### src/rtl/flh_pkg.sv
`default_nettype none
package flh_pkg;

	localparam int NUM_FAULTS   = 64;
	localparam int SORTED_DEPTH = 16;
	localparam int EVENT_DEPTH  = 16;

	localparam int ACT_W   = 3;
	localparam int ID_W    = 6;
	localparam int POS_W   = 4;
	localparam int BITS_W  = 64;
	localparam int COUNT_W = 7;

	localparam logic [BITS_W-1:0] VALID_MASK = (NUM_FAULTS >= BITS_W) ? {BITS_W{1'b1}} :
		((64'd1 << NUM_FAULTS) - 64'd1);

	localparam int MAX_DEPTH = (SORTED_DEPTH > EVENT_DEPTH) ? SORTED_DEPTH : EVENT_DEPTH;
	localparam int S_AW      = (SORTED_DEPTH > 1) ? $clog2(SORTED_DEPTH) : 1;
	localparam int E_AW      = (EVENT_DEPTH > 1) ? $clog2(EVENT_DEPTH) : 1;
	localparam int SWEEP_W   = $clog2(MAX_DEPTH + 1);

	localparam logic [ACT_W-1:0] ACT_SET         = 3'd0;
	localparam logic [ACT_W-1:0] ACT_CLEAR       = 3'd1;
	localparam logic [ACT_W-1:0] ACT_RESET_LATCH = 3'd2;
	localparam logic [ACT_W-1:0] ACT_FLUSH       = 3'd3;
	localparam logic [ACT_W-1:0] ACT_READ        = 3'd4;

	typedef struct packed {
		logic            start;
		logic            flush;
		logic            rd;
		logic [ID_W-1:0]  id;
		logic [POS_W-1:0] pos;
	} hist_ctrl_t;

	typedef struct packed {
		logic            busy;
		logic            any_nz;
		logic [ID_W-1:0] sorted_entry;
		logic [ID_W-1:0] event_entry;
	} hist_stat_t;

	typedef struct packed {
		logic [COUNT_W-1:0] active;
		logic [COUNT_W-1:0] latched;
		logic [COUNT_W-1:0] warn;
	} count_t;

endpackage
`default_nettype wire

### src/rtl/flh_if.sv
`default_nettype none
interface flh_in_if;
	import flh_pkg::*;
	logic              valid;
	logic              ready;
	logic [ACT_W-1:0]  action;
	logic [ID_W-1:0]   fault_index;
	logic [POS_W-1:0]  position;
	modport source(output valid, action, fault_index, position, input ready);
	modport sink(input valid, action, fault_index, position, output ready);
endinterface

interface flh_out_if;
	import flh_pkg::*;
	logic               valid;
	logic               ready;
	logic               faulted;
	logic               warned;
	logic               changed;
	logic [COUNT_W-1:0] active_fault_count;
	logic [COUNT_W-1:0] latched_fault_count;
	logic [COUNT_W-1:0] warning_count;
	logic               latched_bit;
	logic [ID_W-1:0]    sorted_entry;
	logic [ID_W-1:0]    event_entry;
	modport source(output valid, faulted, warned, changed, active_fault_count,
		latched_fault_count, warning_count, latched_bit, sorted_entry, event_entry,
		input ready);
	modport sink(input valid, faulted, warned, changed, active_fault_count,
		latched_fault_count, warning_count, latched_bit, sorted_entry, event_entry,
		output ready);
endinterface

interface flh_cfg_if;
	import flh_pkg::*;
	logic              valid;
	logic              ready;
	logic [BITS_W-1:0] self_clear_mask;
	modport source(output valid, self_clear_mask, input ready);
	modport sink(input valid, self_clear_mask, output ready);
endinterface
`default_nettype wire

### src/rtl/flh_ram.sv
`default_nettype none
module flh_ram #(
	parameter int DEPTH = 16,
	parameter int WIDTH = 6,
	parameter int AW    = (DEPTH > 1) ? $clog2(DEPTH) : 1
) (
	input  wire logic             clk,
	input  wire logic             we,
	input  wire logic [AW-1:0]    waddr,
	input  wire logic [WIDTH-1:0] wdata,
	input  wire logic             re,
	input  wire logic [AW-1:0]    raddr,
	output      logic [WIDTH-1:0] rdata
);
	logic [WIDTH-1:0] mem [DEPTH];

	always_ff @(posedge clk) begin
		if (we) begin
			mem[waddr] <= wdata;
		end
		if (re) begin
			rdata <= mem[raddr];
		end
	end
endmodule
`default_nettype wire

### src/rtl/flh_hist.sv
`default_nettype none
module flh_hist (
	input  wire logic                clk,
	input  wire logic                arst_n,
	input  wire flh_pkg::hist_ctrl_t ctrl,
	output      flh_pkg::hist_stat_t stat
);
	import flh_pkg::*;

	logic                    run_q;
	logic                    s_run_q;
	logic [SWEEP_W-1:0]      rcnt_q;
	logic [SWEEP_W-1:0]      wcnt_s1;
	logic                    rv_s1;
	logic [ID_W-1:0]         id_q;
	logic [ID_W-1:0]         carry_s_q;
	logic [ID_W-1:0]         carry_e_q;
	logic [SORTED_DEPTH-1:0] nz_s_q;
	logic [EVENT_DEPTH-1:0]  nz_e_q;
	logic                    nzr_s_q;
	logic                    nzr_e_q;
	logic                    pos_s_ok_q;
	logic                    pos_e_ok_q;

	logic                    issue;
	logic                    s_re;
	logic                    e_re;
	logic [S_AW-1:0]         s_raddr;
	logic [E_AW-1:0]         e_raddr;
	logic                    s_we;
	logic                    e_we;
	logic [S_AW-1:0]         s_waddr;
	logic [E_AW-1:0]         e_waddr;
	logic [ID_W-1:0]         s_rdata;
	logic [ID_W-1:0]         e_rdata;
	logic [ID_W-1:0]         old_s;
	logic [ID_W-1:0]         old_e;
	logic                    s_stop;
	logic                    last;

	flh_ram #(.DEPTH(SORTED_DEPTH), .WIDTH(ID_W), .AW(S_AW)) u_sorted_ram (
		.clk   (clk),
		.we    (s_we),
		.waddr (s_waddr),
		.wdata (carry_s_q),
		.re    (s_re),
		.raddr (s_raddr),
		.rdata (s_rdata)
	);

	flh_ram #(.DEPTH(EVENT_DEPTH), .WIDTH(ID_W), .AW(E_AW)) u_event_ram (
		.clk   (clk),
		.we    (e_we),
		.waddr (e_waddr),
		.wdata (carry_e_q),
		.re    (e_re),
		.raddr (e_raddr),
		.rdata (e_rdata)
	);

	always_comb begin
		issue   = run_q && (rcnt_q < SWEEP_W'(MAX_DEPTH));
		s_re    = run_q ? (issue && (rcnt_q < SWEEP_W'(SORTED_DEPTH))) : ctrl.rd;
		e_re    = run_q ? (issue && (rcnt_q < SWEEP_W'(EVENT_DEPTH))) : ctrl.rd;
		s_raddr = run_q ? S_AW'(rcnt_q) : S_AW'(ctrl.pos);
		e_raddr = run_q ? E_AW'(rcnt_q) : E_AW'(ctrl.pos);
		old_s   = nzr_s_q ? s_rdata : '0;
		old_e   = nzr_e_q ? e_rdata : '0;
		s_we    = rv_s1 && s_run_q && (wcnt_s1 < SWEEP_W'(SORTED_DEPTH));
		e_we    = rv_s1 && (wcnt_s1 < SWEEP_W'(EVENT_DEPTH));
		s_waddr = S_AW'(wcnt_s1);
		e_waddr = E_AW'(wcnt_s1);
		s_stop  = (wcnt_s1 == SWEEP_W'(SORTED_DEPTH - 1)) || (old_s == id_q);
		last    = (wcnt_s1 == SWEEP_W'(MAX_DEPTH - 1));
	end

	always_ff @(posedge clk or negedge arst_n) begin
		if (!arst_n) begin
			run_q   <= 1'b0;
			s_run_q <= 1'b0;
			rcnt_q  <= '0;
			rv_s1   <= 1'b0;
		end else if (ctrl.start) begin
			run_q   <= 1'b1;
			s_run_q <= 1'b1;
			rcnt_q  <= '0;
			rv_s1   <= 1'b0;
		end else if (run_q) begin
			if (issue) begin
				rcnt_q <= rcnt_q + SWEEP_W'(1);
			end
			rv_s1 <= issue;
			if (rv_s1 && s_stop) begin
				s_run_q <= 1'b0;
			end
			if (rv_s1 && last) begin
				run_q <= 1'b0;
			end
		end
	end

	always_ff @(posedge clk) begin
		if (ctrl.start) begin
			id_q      <= ctrl.id;
			carry_s_q <= ctrl.id;
			carry_e_q <= ctrl.id;
		end else if (rv_s1) begin
			carry_s_q <= old_s;
			carry_e_q <= old_e;
		end
		if (run_q) begin
			wcnt_s1 <= rcnt_q;
		end
		if (s_re) begin
			nzr_s_q <= nz_s_q[s_raddr];
		end
		if (e_re) begin
			nzr_e_q <= nz_e_q[e_raddr];
		end
		if (ctrl.rd) begin
			pos_s_ok_q <= int'(ctrl.pos) < SORTED_DEPTH;
			pos_e_ok_q <= int'(ctrl.pos) < EVENT_DEPTH;
		end
	end

	// a clear entry reads as zero, so flush only drops these bits
	always_ff @(posedge clk or negedge arst_n) begin
		if (!arst_n) begin
			nz_s_q <= '0;
			nz_e_q <= '0;
		end else if (ctrl.flush) begin
			nz_s_q <= '0;
			nz_e_q <= '0;
		end else begin
			if (s_we) begin
				nz_s_q[s_waddr] <= (carry_s_q != '0);
			end
			if (e_we) begin
				nz_e_q[e_waddr] <= (carry_e_q != '0);
			end
		end
	end

	always_comb begin
		stat.busy         = run_q;
		stat.any_nz       = (nz_s_q != '0) || (nz_e_q != '0);
		stat.sorted_entry = (pos_s_ok_q && nzr_s_q) ? s_rdata : '0;
		stat.event_entry  = (pos_e_ok_q && nzr_e_q) ? e_rdata : '0;
	end
endmodule
`default_nettype wire

### src/rtl/flh_count.sv
`default_nettype none
module flh_count (
	input  wire logic                         clk,
	input  wire logic [flh_pkg::BITS_W-1:0]   active,
	input  wire logic [flh_pkg::BITS_W-1:0]   latched,
	input  wire logic [flh_pkg::BITS_W-1:0]   mask,
	input  wire logic                         en1,
	input  wire logic                         en2,
	output      flh_pkg::count_t              cnt
);
	import flh_pkg::*;

	localparam int GRP   = 8;
	localparam int NGRP  = BITS_W / GRP;
	localparam int GRP_W = $clog2(GRP + 1);

	logic [BITS_W-1:0] act_lat;
	logic [BITS_W-1:0] lat_lat;
	logic [BITS_W-1:0] act_warn;
	logic [GRP_W-1:0]  ga_s1 [NGRP];
	logic [GRP_W-1:0]  gl_s1 [NGRP];
	logic [GRP_W-1:0]  gw_s1 [NGRP];
	logic [GRP_W-1:0]  ga_d  [NGRP];
	logic [GRP_W-1:0]  gl_d  [NGRP];
	logic [GRP_W-1:0]  gw_d  [NGRP];
	count_t            sum_d;

	always_comb begin
		act_lat  = active & ~mask & VALID_MASK;
		lat_lat  = latched & ~mask & VALID_MASK;
		act_warn = active & mask & VALID_MASK;
		for (int g = 0; g < NGRP; g++) begin
			ga_d[g] = '0;
			gl_d[g] = '0;
			gw_d[g] = '0;
			for (int b = 0; b < GRP; b++) begin
				ga_d[g] = ga_d[g] + GRP_W'(act_lat[g*GRP+b]);
				gl_d[g] = gl_d[g] + GRP_W'(lat_lat[g*GRP+b]);
				gw_d[g] = gw_d[g] + GRP_W'(act_warn[g*GRP+b]);
			end
		end
	end

	always_comb begin
		sum_d = '0;
		for (int g = 0; g < NGRP; g++) begin
			sum_d.active  = sum_d.active + COUNT_W'(ga_s1[g]);
			sum_d.latched = sum_d.latched + COUNT_W'(gl_s1[g]);
			sum_d.warn    = sum_d.warn + COUNT_W'(gw_s1[g]);
		end
	end

	always_ff @(posedge clk) begin
		if (en1) begin
			ga_s1 <= ga_d;
			gl_s1 <= gl_d;
			gw_s1 <= gw_d;
		end
		if (en2) begin
			cnt <= sum_d;
		end
	end
endmodule
`default_nettype wire

### src/rtl/fault_latch_history_unit.sv
`default_nettype none
// Fault latch unit with a move-to-front history and an event history. Each beat on item
// sets, clears or tests one fault, resets the latches, flushes both histories or reads
// back a history slot, and answers exactly one beat on result with the flags and counts
// as they stand after it. A set of an inactive fault sweeps both history memories, one
// slot per cycle through their single read port, before the two-stage population count
// and the history read; every other action goes straight from execution to the count
// and the read. One item is in work at a time; the next is taken in the cycle after a
// result is loaded into the output register, even while that result waits. The user
// must write the self-clear mask on cfg only while no item is in work; the block does
// not enforce this. The mask needs no other setup.
module fault_latch_history_unit (
	input wire logic clk,
	input wire logic arst_n,
	flh_in_if.sink   item,
	flh_out_if.source result,
	flh_cfg_if.sink  cfg
);
	import flh_pkg::*;

	typedef enum logic [5:0] {
		ST_IDLE   = 6'b000001,
		ST_EXEC   = 6'b000010,
		ST_SWEEP  = 6'b000100,
		ST_CNT1   = 6'b001000,
		ST_CNT2   = 6'b010000,
		ST_FINISH = 6'b100000
	} state_t;

	state_t             state_q;
	state_t             state_d;
	logic [BITS_W-1:0]  mask_q;
	logic [BITS_W-1:0]  active_q;
	logic [BITS_W-1:0]  latched_q;
	logic [ACT_W-1:0]   act_q;
	logic [ID_W-1:0]    idx_q;
	logic [POS_W-1:0]   pos_q;
	logic               changed_q;
	logic               out_valid_q;

	logic               faulted_q;
	logic               warned_q;
	logic               out_changed_q;
	logic [COUNT_W-1:0] afc_q;
	logic [COUNT_W-1:0] lfc_q;
	logic [COUNT_W-1:0] wc_q;
	logic               latched_bit_q;
	logic [ID_W-1:0]    sorted_q;
	logic [ID_W-1:0]    event_q;

	logic               in_range;
	logic               do_set;
	logic               do_clear;
	logic               do_rlatch;
	logic               exec_changed;
	logic               load_out;
	hist_ctrl_t         hctrl;
	hist_stat_t         hstat;
	count_t             cnt;

	flh_hist u_hist (
		.clk    (clk),
		.arst_n (arst_n),
		.ctrl   (hctrl),
		.stat   (hstat)
	);

	flh_count u_count (
		.clk     (clk),
		.active  (active_q),
		.latched (latched_q),
		.mask    (mask_q),
		.en1     (state_q == ST_CNT1),
		.en2     (state_q == ST_CNT2),
		.cnt     (cnt)
	);

	assign item.ready = (state_q == ST_IDLE);
	assign cfg.ready  = 1'b1;

	always_comb begin
		in_range     = {1'b0, idx_q} < (ID_W + 1)'(NUM_FAULTS);
		do_set       = 1'b0;
		do_clear     = 1'b0;
		do_rlatch    = 1'b0;
		exec_changed = 1'b0;
		hctrl        = '0;
		hctrl.id     = idx_q;
		hctrl.pos    = pos_q;
		hctrl.rd     = (state_q == ST_CNT1);
		if (state_q == ST_EXEC) begin
			unique case (act_q)
				ACT_SET: begin
					do_set       = in_range && !active_q[idx_q];
					exec_changed = do_set;
					hctrl.start  = do_set;
				end
				ACT_CLEAR: begin
					do_clear     = in_range && active_q[idx_q];
					exec_changed = do_clear;
				end
				ACT_RESET_LATCH: begin
					do_rlatch    = (latched_q != active_q);
					exec_changed = do_rlatch;
				end
				ACT_FLUSH: begin
					hctrl.flush  = 1'b1;
					exec_changed = hstat.any_nz;
				end
				ACT_READ: begin
					exec_changed = 1'b0;
				end
				default: begin
					exec_changed = 1'b0;
				end
			endcase
		end
	end

	always_comb begin
		load_out = (state_q == ST_FINISH) && (!out_valid_q || result.ready);
		state_d  = state_q;
		unique case (state_q)
			ST_IDLE: begin
				if (item.valid) begin
					state_d = ST_EXEC;
				end
			end
			ST_EXEC: begin
				state_d = hctrl.start ? ST_SWEEP : ST_CNT1;
			end
			ST_SWEEP: begin
				if (!hstat.busy) begin
					state_d = ST_CNT1;
				end
			end
			ST_CNT1: begin
				state_d = ST_CNT2;
			end
			ST_CNT2: begin
				state_d = ST_FINISH;
			end
			ST_FINISH: begin
				if (load_out) begin
					state_d = ST_IDLE;
				end
			end
			default: begin
				state_d = ST_IDLE;
			end
		endcase
	end

	always_ff @(posedge clk or negedge arst_n) begin
		if (!arst_n) begin
			state_q     <= ST_IDLE;
			mask_q      <= '0;
			active_q    <= '0;
			latched_q   <= '0;
			out_valid_q <= 1'b0;
		end else begin
			state_q <= state_d;
			if (cfg.valid) begin
				mask_q <= cfg.self_clear_mask;
			end
			if (do_set) begin
				active_q[idx_q]  <= 1'b1;
				latched_q[idx_q] <= 1'b1;
			end
			if (do_clear) begin
				active_q[idx_q] <= 1'b0;
				if (mask_q[idx_q]) begin
					latched_q[idx_q] <= 1'b0;
				end
			end
			if (do_rlatch) begin
				latched_q <= active_q;
			end
			if (load_out) begin
				out_valid_q <= 1'b1;
			end else if (result.ready) begin
				out_valid_q <= 1'b0;
			end
		end
	end

	always_ff @(posedge clk) begin
		if (item.valid && item.ready) begin
			act_q <= item.action;
			idx_q <= item.fault_index;
			pos_q <= item.position;
		end
		if (state_q == ST_EXEC) begin
			changed_q <= exec_changed;
		end
		if (load_out) begin
			faulted_q     <= (cnt.latched != '0);
			warned_q      <= (cnt.warn != '0);
			out_changed_q <= changed_q;
			afc_q         <= cnt.active;
			lfc_q         <= cnt.latched;
			wc_q          <= cnt.warn;
			latched_bit_q <= in_range && latched_q[idx_q];
			sorted_q      <= hstat.sorted_entry;
			event_q       <= hstat.event_entry;
		end
	end

	assign result.valid               = out_valid_q;
	assign result.faulted             = faulted_q;
	assign result.warned              = warned_q;
	assign result.changed             = out_changed_q;
	assign result.active_fault_count  = afc_q;
	assign result.latched_fault_count = lfc_q;
	assign result.warning_count       = wc_q;
	assign result.latched_bit         = latched_bit_q;
	assign result.sorted_entry        = sorted_q;
	assign result.event_entry         = event_q;
endmodule
`default_nettype wire

### src/flat_wrapper.sv
// flat-port wrapper written by rule: the top's interface ports become plain ports
module fault_latch_history_unit_flat import flh_pkg::*;
  (clk, arst_n, item_valid, item_action, item_fault_index, item_position, item_ready, result_valid, result_faulted, result_warned, result_changed, result_active_fault_count, result_latched_fault_count, result_warning_count, result_latched_bit, result_sorted_entry, result_event_entry, result_ready, cfg_valid, cfg_self_clear_mask, cfg_ready);
  flh_in_if item_i ();
  flh_out_if result_i ();
  flh_cfg_if cfg_i ();
  input wire logic clk;
  input wire logic arst_n;
  input wire logic [$bits(item_i.valid)-1:0] item_valid;
  input wire logic [$bits(item_i.action)-1:0] item_action;
  input wire logic [$bits(item_i.fault_index)-1:0] item_fault_index;
  input wire logic [$bits(item_i.position)-1:0] item_position;
  output wire logic [$bits(item_i.ready)-1:0] item_ready;
  output wire logic [$bits(result_i.valid)-1:0] result_valid;
  output wire logic [$bits(result_i.faulted)-1:0] result_faulted;
  output wire logic [$bits(result_i.warned)-1:0] result_warned;
  output wire logic [$bits(result_i.changed)-1:0] result_changed;
  output wire logic [$bits(result_i.active_fault_count)-1:0] result_active_fault_count;
  output wire logic [$bits(result_i.latched_fault_count)-1:0] result_latched_fault_count;
  output wire logic [$bits(result_i.warning_count)-1:0] result_warning_count;
  output wire logic [$bits(result_i.latched_bit)-1:0] result_latched_bit;
  output wire logic [$bits(result_i.sorted_entry)-1:0] result_sorted_entry;
  output wire logic [$bits(result_i.event_entry)-1:0] result_event_entry;
  input wire logic [$bits(result_i.ready)-1:0] result_ready;
  input wire logic [$bits(cfg_i.valid)-1:0] cfg_valid;
  input wire logic [$bits(cfg_i.self_clear_mask)-1:0] cfg_self_clear_mask;
  output wire logic [$bits(cfg_i.ready)-1:0] cfg_ready;
  assign item_i.valid = item_valid;
  assign item_i.action = item_action;
  assign item_i.fault_index = item_fault_index;
  assign item_i.position = item_position;
  assign item_ready = item_i.ready;
  assign result_valid = result_i.valid;
  assign result_faulted = result_i.faulted;
  assign result_warned = result_i.warned;
  assign result_changed = result_i.changed;
  assign result_active_fault_count = result_i.active_fault_count;
  assign result_latched_fault_count = result_i.latched_fault_count;
  assign result_warning_count = result_i.warning_count;
  assign result_latched_bit = result_i.latched_bit;
  assign result_sorted_entry = result_i.sorted_entry;
  assign result_event_entry = result_i.event_entry;
  assign result_i.ready = result_ready;
  assign cfg_i.valid = cfg_valid;
  assign cfg_i.self_clear_mask = cfg_self_clear_mask;
  assign cfg_ready = cfg_i.ready;
  fault_latch_history_unit u_core (.clk(clk), .arst_n(arst_n), .item(item_i), .result(result_i), .cfg(cfg_i));
endmodule
### config.mk
export PLATFORM = sky130hd
export DESIGN_NAME = fault_latch_history_unit_flat
export DESIGN_NICKNAME = d
export VERILOG_FILES = /design/src/rtl/flh_pkg.sv /design/src/rtl/flh_if.sv /design/src/rtl/flh_ram.sv /design/src/rtl/flh_hist.sv /design/src/rtl/flh_count.sv /design/src/rtl/fault_latch_history_unit.sv /design/src/flat_wrapper.sv
export SDC_FILE = /design/constraint.sdc
export NUM_CORES = 1
export LEC_CHECK = 0
export ABC_AREA = 0
export CORE_ASPECT_RATIO = 0.7
export CORE_MARGIN = 2
export CORE_UTILIZATION = 60
export CTS_BUF_LIST = sky130_fd_sc_hd__clkbuf_8
export DETAILED_ROUTE_END_ITERATION = 12
export DONT_BUFFER_PORTS = 1
export HOLD_SLACK_MARGIN = 0.1
export PLACE_DENSITY = 0.83
export SKIP_CTS_REPAIR_TIMING = 1
export SLEW_MARGIN = 15
export SYNTH_ARGS = -nofsm -noshare
export SYNTH_HDL_FRONTEND = slang
export SYNTH_SLANG_ARGS = --single-unit
### constraint.sdc
create_clock -name clk -period 7.59 [get_ports clk]
set_input_delay 2.277 -clock clk [delete_from_list [all_inputs] [get_ports clk]]
set_output_delay 2.277 -clock clk [all_outputs]
set_load 0.01 [all_outputs]
-- Word-level counts from Yosys, hierarchy flattened
Memory sizes are Yosys's and may differ from the RTL's. A register that Yosys moved wholly into a read port is not among the register bits.
Index checks and enable logic that the tools add are counted.
- output and inout bits: 40
- RAM bits: 192
- register bits after elaboration: 432
- logic and storage cells: 378
- latch bits: 0
- memory bits (read-only): 0
- memories kept: 2
- divide/modulo/power cells: 0
- add/subtract/negate cells: 190
- muxes and demuxes: 65
- reduce and logical (&&, ||, !) cells: 33
- magnitude comparators: 7
- bitwise operators: 9
- equal/unequal tests: 15
- $mul: 0
- shifts and indexed selects: 0
- memories (name ; words ; bits a word ; read ports ; clocked after memory_dff ; write ports ; RTL line ; text):
    u_core.u_hist.u_event_ram.mem ; 16 ; 6 ; 1 ; 1 ; 1 ; flh_ram.sv:15 ; logic [WIDTH-1:0] mem [DEPTH];
    u_core.u_hist.u_sorted_ram.mem ; 16 ; 6 ; 1 ; 1 ; 1 ; flh_ram.sv:15 ;
- operators with widths (kind ; number):
    adder 4 x 1 -> 4 bit ; 96
    2-to-1 mux 64 bit ; 6
    bitwise AND 64 bit ; 5
    inverter 64 bit ; 2
    OR 64 bit ; 2
    adder 3 x 1 -> 4 bit ; 24
    adder 7 x 4 -> 7 bit ; 12
    adder 2 x 1 -> 3 bit ; 24
    2-to-1 mux 16 bit ; 4
    != test 64 bit ; 1
    2-to-1 mux 6 bit ; 9
    adder 1 x 1 -> 2 bit ; 24
    one-hot mux 6 bit (6 select lines) ; 1
    bitwise mux 16 bit ; 2
    nonzero test 16 bit ; 2
    2-to-1 mux 1 bit ; 29
    adder 6 x 4 -> 7 bit ; 3
    adder 5 x 4 -> 6 bit ; 3
    binary-select mux 1 bit (select 6 bit) ; 3
    adder 4 x 4 -> 5 bit ; 3
    2-to-1 mux 5 bit ; 3
    nonzero test 2 bit ; 7
    nonzero test 7 bit ; 2
    nonzero test 6 bit ; 2
    other kinds (30) ; 50

-- Longest topological paths before layout
- depth after elaboration: 10
- gate-level depth with buffers: 14

-- Cells and area by module
From an unflattened synthesis, not the netlist that was laid out.
- cells, all modules: 2710
- area total of the unflattened synthesis: 34650.7 sq um
- modules (own cells, without submodules) (module ; times used ; area an instance (sq um) ; cells an instance ; sequential area each (sq um)):
    fault_latch_history_unit ; 1 ; 12420.7 ; 1091 ; 6512.5
    flh_count ; 1 ; 10802.9 ; 943 ; 3513.4
    flh_ram ; 2 ; 3955.0 ; 178 ; 3062.9
    flh_hist ; 1 ; 3517.1 ; 320 ; 1751.7

-- Worst setup path after synthesis
No wires, ideal clock.
- path type: reg-to-reg
- start point: register u_core.state_q[1]
- end point: register u_core.u_hist.nzr_e_q, enable pin
- stages on the path, launching flop included: 5
- slack: -839 ps
- buffers on the path: 0
- data arrival time: 8069 ps
- period minus slack after synthesis: 8429 ps
- cells stage by stage: dfrtp_1 -> nor2_1 -> nand3b_1 -> nor3_1 -> a21o_1
- longest elaborated chain between the ends: 2
- ends and longest elaborated chain (item ; RTL line ; text):
    start: declaration ; fault_latch_history_unit.sv:30 ; state_t state_q;
    start signal: assignment ; fault_latch_history_unit.sv:162 ; state_q <= state_d;
    == test 6 x 4 -> 1 bit ; fault_latch_history_unit.sv:90 ; hctrl.rd = (state_q == ST_CNT1);
    2-to-1 mux 1 bit ; flh_hist.sv:64 ; e_re = run_q ? (issue && (rcnt_q < SWEEP_W'(EVENT_DEPTH))) : ctrl.rd;
    named net u_core.u_hist.e_re ; flh_hist.sv:27 ; logic e_re;
    end signal: assignment ; flh_hist.sv:118 ; nzr_e_q <= nz_e_q[e_raddr];
    end: declaration ; flh_hist.sv:21 ; logic nzr_e_q;
The timed path passes the listed nets, and every way through them passes these cells.
A chain may end at the register's enable or synchronous reset.

-- Final worst setup path
- start point: register u_core.idx_q[0]
- end point: register u_core.u_hist.carry_e_q[0], enable pin
- longest elaborated chain between the ends: 6
- ends and longest elaborated chain (item ; RTL line ; text):
    start: declaration ; fault_latch_history_unit.sv:36 ; logic [ID_W-1:0] idx_q;
    start signal: assignment ; fault_latch_history_unit.sv:190 ; idx_q <= item.fault_index;
    binary-select mux 1 bit (select 6 bit) ; fault_latch_history_unit.sv:94 ; do_set = in_range && !active_q[idx_q];
    2-to-1 mux 1 bit (not written as such) ; fault_latch_history_unit.sv:94 ;
    logical NOT 1 bit ; fault_latch_history_unit.sv:94 ;
    2-to-1 mux 1 bit ; fault_latch_history_unit.sv:92 ; unique case (act_q)
    2-to-1 mux 2 bit ; fault_latch_history_unit.sv:91 ; if (state_q == ST_EXEC) begin
    nonzero test 2 bit (no source line) ; n/a ;
    end signal: assignment ; flh_hist.sv:106 ; carry_e_q <= ctrl.id;
    end signal: assignment ; flh_hist.sv:109 ; carry_e_q <= old_e;
    end: declaration ; flh_hist.sv:17 ; logic [ID_W-1:0] carry_e_q;
No other way between the ends. The select of a mux whose other input is x is not followed.

==> out/metrics.cfg <==
[clocking]
ctsHtreeMaxLevel=3
clockBufferDepth=3
insertion_delay_ns=0.73
cts.sinks=636
cts_buffers=94
clkTransAtPathRegs_ns=0.07
cts_tree=yes
cts_root_buf=clkbuf_8

[power_and_ir_drop]
p_clk_frac=0.230
ir_worst_vdd_mv=0.145
total_power_uw=12400
p_leak_uw=0.0149
intPower_uw=7780
comb_power_share=0.338
swShare=0.372
switchingPower_uw=4600
p_seq_frac=0.432
power_density_mw_per_mm2=332

[layout]
syn_to_final_growth_pct=7.76
fin_nets=3129
utilization=0.656
fillers=4045
layout_commonest_cell=edfxtp_1
layout_common_cells=edfxtp_1 (397), inv_1 (344), dfrtp_1 (238), a21oi_1 (217), nor2_1 (173)
drive_above_1_share=0.130

[drt]
vias=23581
top_layer=met5
drtAntennaViolNets=0
drt_iter0_markers=3451
m1WireLength_mm=39.1
firstDrtPassIters=6
wl_met2_mm=41.7
dr_wl_met3_mm=15.2
vias_per_cell=6.50
drc=0
wire_per_inst_um=27.2
totalWireLength_mm=98.7

[setup_path]
max_stage_delay_ns=1.02
crit_path_start_kind=flip-flop
cpMostUsedCell=buf_4
worstPathMaxFanout=50
crit_type=reg2reg
worst_ep_required_time_ns=8.00
path_buf_inv=2
worstPathArrival_ns=5.22
cp_slowest_cell=nor4b_4
path_cells=buf_4 -> mux4_2 -> a221oi_1 -> nor2_1 -> a211o_1 -> nor4b_4 -> buf_4 -> or2_2
critical_path.top_delay_family=simple AND/OR/NAND/NOR gates
crit_path_end_kind=flip-flop

[global_route]
grt_pass1_wl_mm=148
antenna_found_initial=12
grt_pass1_vias=23705
grt.total_usage=0.337
grt-ovfl-total=0
grt_max_degree=240

[timing]
setup_slack_ns=2.78
finalHoldViolCount=0
fmax_mhz=208
setup_viol=0
fin_worst_skew_ns=0.0440
final_max_slew_viol_count=0
timing.final.crit_share=0.634
hold_ws_ns=0.419
tightest_slew_ns=1.17
slew_headroom=0.203
rsz0062_at_grt=no
fin_crit_ns=4.81
setup_tns_ns=0

[synthesis]
synth_edf_count=397
synth_nets=3125
yosysSeqAreaShare=0.517
ys_seq_elements=636
synth_ff_type=edfxtp_1
synth_cells=2784
yosysUniqueCellTypes=74
ys.warnings.count=0
synthesis.area_mm2=0.0346
async_flop_share=0.376
syn_avg_cell_area_um2=12.4

[worst_hold_path]
holdCritPathClass=reg2reg

[die]
core_area_mm2=0.0569
pin_count=122
die-area_mm2=0.0597
fp.dieH_um=205
placementRows=73
die-width_um=291
start_util=0.609

[placement]
place_ws_ns=2.89
dp_hpwl_mm=69.8
portBuffers=0
routabilityCongestion=1.04

[status]
outcome=finished, final reports clean

[job]
cap_viol_max_count=0

-- cell families after synthesis --
family / count (synthesis) / synth area share
other: 1 / 0.000108
muxes: 173 / 0.0805
adders and majority gates: 259 / 0.129
buffers and inverters: 442 / 0.0505
and+or+nand+nor: 683 / 0.101
DFF: 636 / 0.517
xor gates and xnor gates: 105 / 0.0265
AOI/OAI and AO/OA: 485 / 0.0955
-- metal layers --
layer,vias up,GRT usage
met2,1720,0.475
met4,12,0.0959
li1,9831,-
met3,230,0.137
met1,11788,0.483
met5,-,0
-- power by group through the flow --
stage / clock network, µW / logic (µW) / registers (µW)
floorplan: 0 / 2920 / 5000
detailed placement: 0 / 4060 / 5360
CTS: 2880 / 4090 / 5290
finish: 2850 / 4190 / 5340
global placement: 0 / 3850 / 5320
global route: 3020 / 4580 / 5390
-- Yosys cell counts, drive strengths merged, types with 3 or more instances --
master   count  area, µm²
a211oi      63        563
a21o         9       67.6
a21oi      217       1090
a221oi      23        289
a22oi       26        195
a31oi       33        206
a41oi        3       26.3
and2        66        413
and3         3       18.8
and3b        5       43.8
buf         52        285
clkbuf      76        287
dfrtp      238       5960
edfxtp     397      11900
fa         165       3300
ha          94       1180
inv        314       1180
mux2        64        721
mux2i       31        310
mux4        78       1760
nand2      162        608
nand2b      71        444
nand3        8       40.0
nand3b       8       60.1
nand4       34        219
nor2       173        649
nor2b       91        569
nor3        19       95.1
nor3b        7       57.6
nor4        15       93.8
nor4b        5       50.0
o21ai       27        139
o221a        8       90.1
o22a         4       35.0
o22ai        5       31.3
o2bb2ai     11       96.3
o311a        5       50.1
o31a        27        236
o31ai        6       45.0
or2          4       25.0
or3b         5       43.8
xnor2       91        797
xor2        14        123
-- layout make-up --
type | count | area (µm²) | area share
sequential | 636 | 17900 | 0.480
multi-input combinational | 1706 | 15100 | 0.405
clock buffer | 104 | 1430 | 0.0383
inverter | 314 | 1180 | 0.0316
tap | 750 | 938 | 0.0251
clock inverter | 72 | 483 | 0.0129
timing repair buffer | 36 | 270 | 0.00724
antenna | 8 | 20.0 | 0.000536
-- through the flow --
stage               std cells  cell area [µm²]
floorplan                2784            34600
global placement         3442            35400
CTS                      3618            37300
finish                   3626            37300
detailed placement       3442            35400
global route             3623            37300
-- path summary, 6_finish.rpt --
check | end | depth (start not counted) | startpoint | slack [ns]
worst max-delay path | u_core.u_hist.carry_e_q[0] | 8 | u_core.idx_q[0] | 2.78
worst min-delay path | u_core.result.active_fault_count[1] | 0 | u_core.u_count.cnt[15] | 0.42
worst max register to register | u_core.u_hist.carry_e_q[0] | 8 | u_core.idx_q[0] | 2.78
worst min register to register | u_core.result.active_fault_count[1] | 0 | u_core.u_count.cnt[15] | 0.42
max in group asynchronous | u_core.mask_q[11] | 0 | arst_n | 5.84
min in group asynchronous | u_core.mask_q[16] | 0 | arst_n | 1.29
-- registers in the layout (all words and copies together) (netlist names), 21 cells and up --
register                        flops
u_core.u_hist.u_event_ram.mem      96
u_core.u_count.gl_s1               32
u_core.latched_q                   64
u_core.u_count.gw_s1               32
u_core.mask_q                      64
u_core.u_count.ga_s1               32
u_core.active_q                    64
u_core.u_count.cnt                 21
u_core.u_hist.u_sorted_ram.mem     96
(Power assumes the default switching activity.)
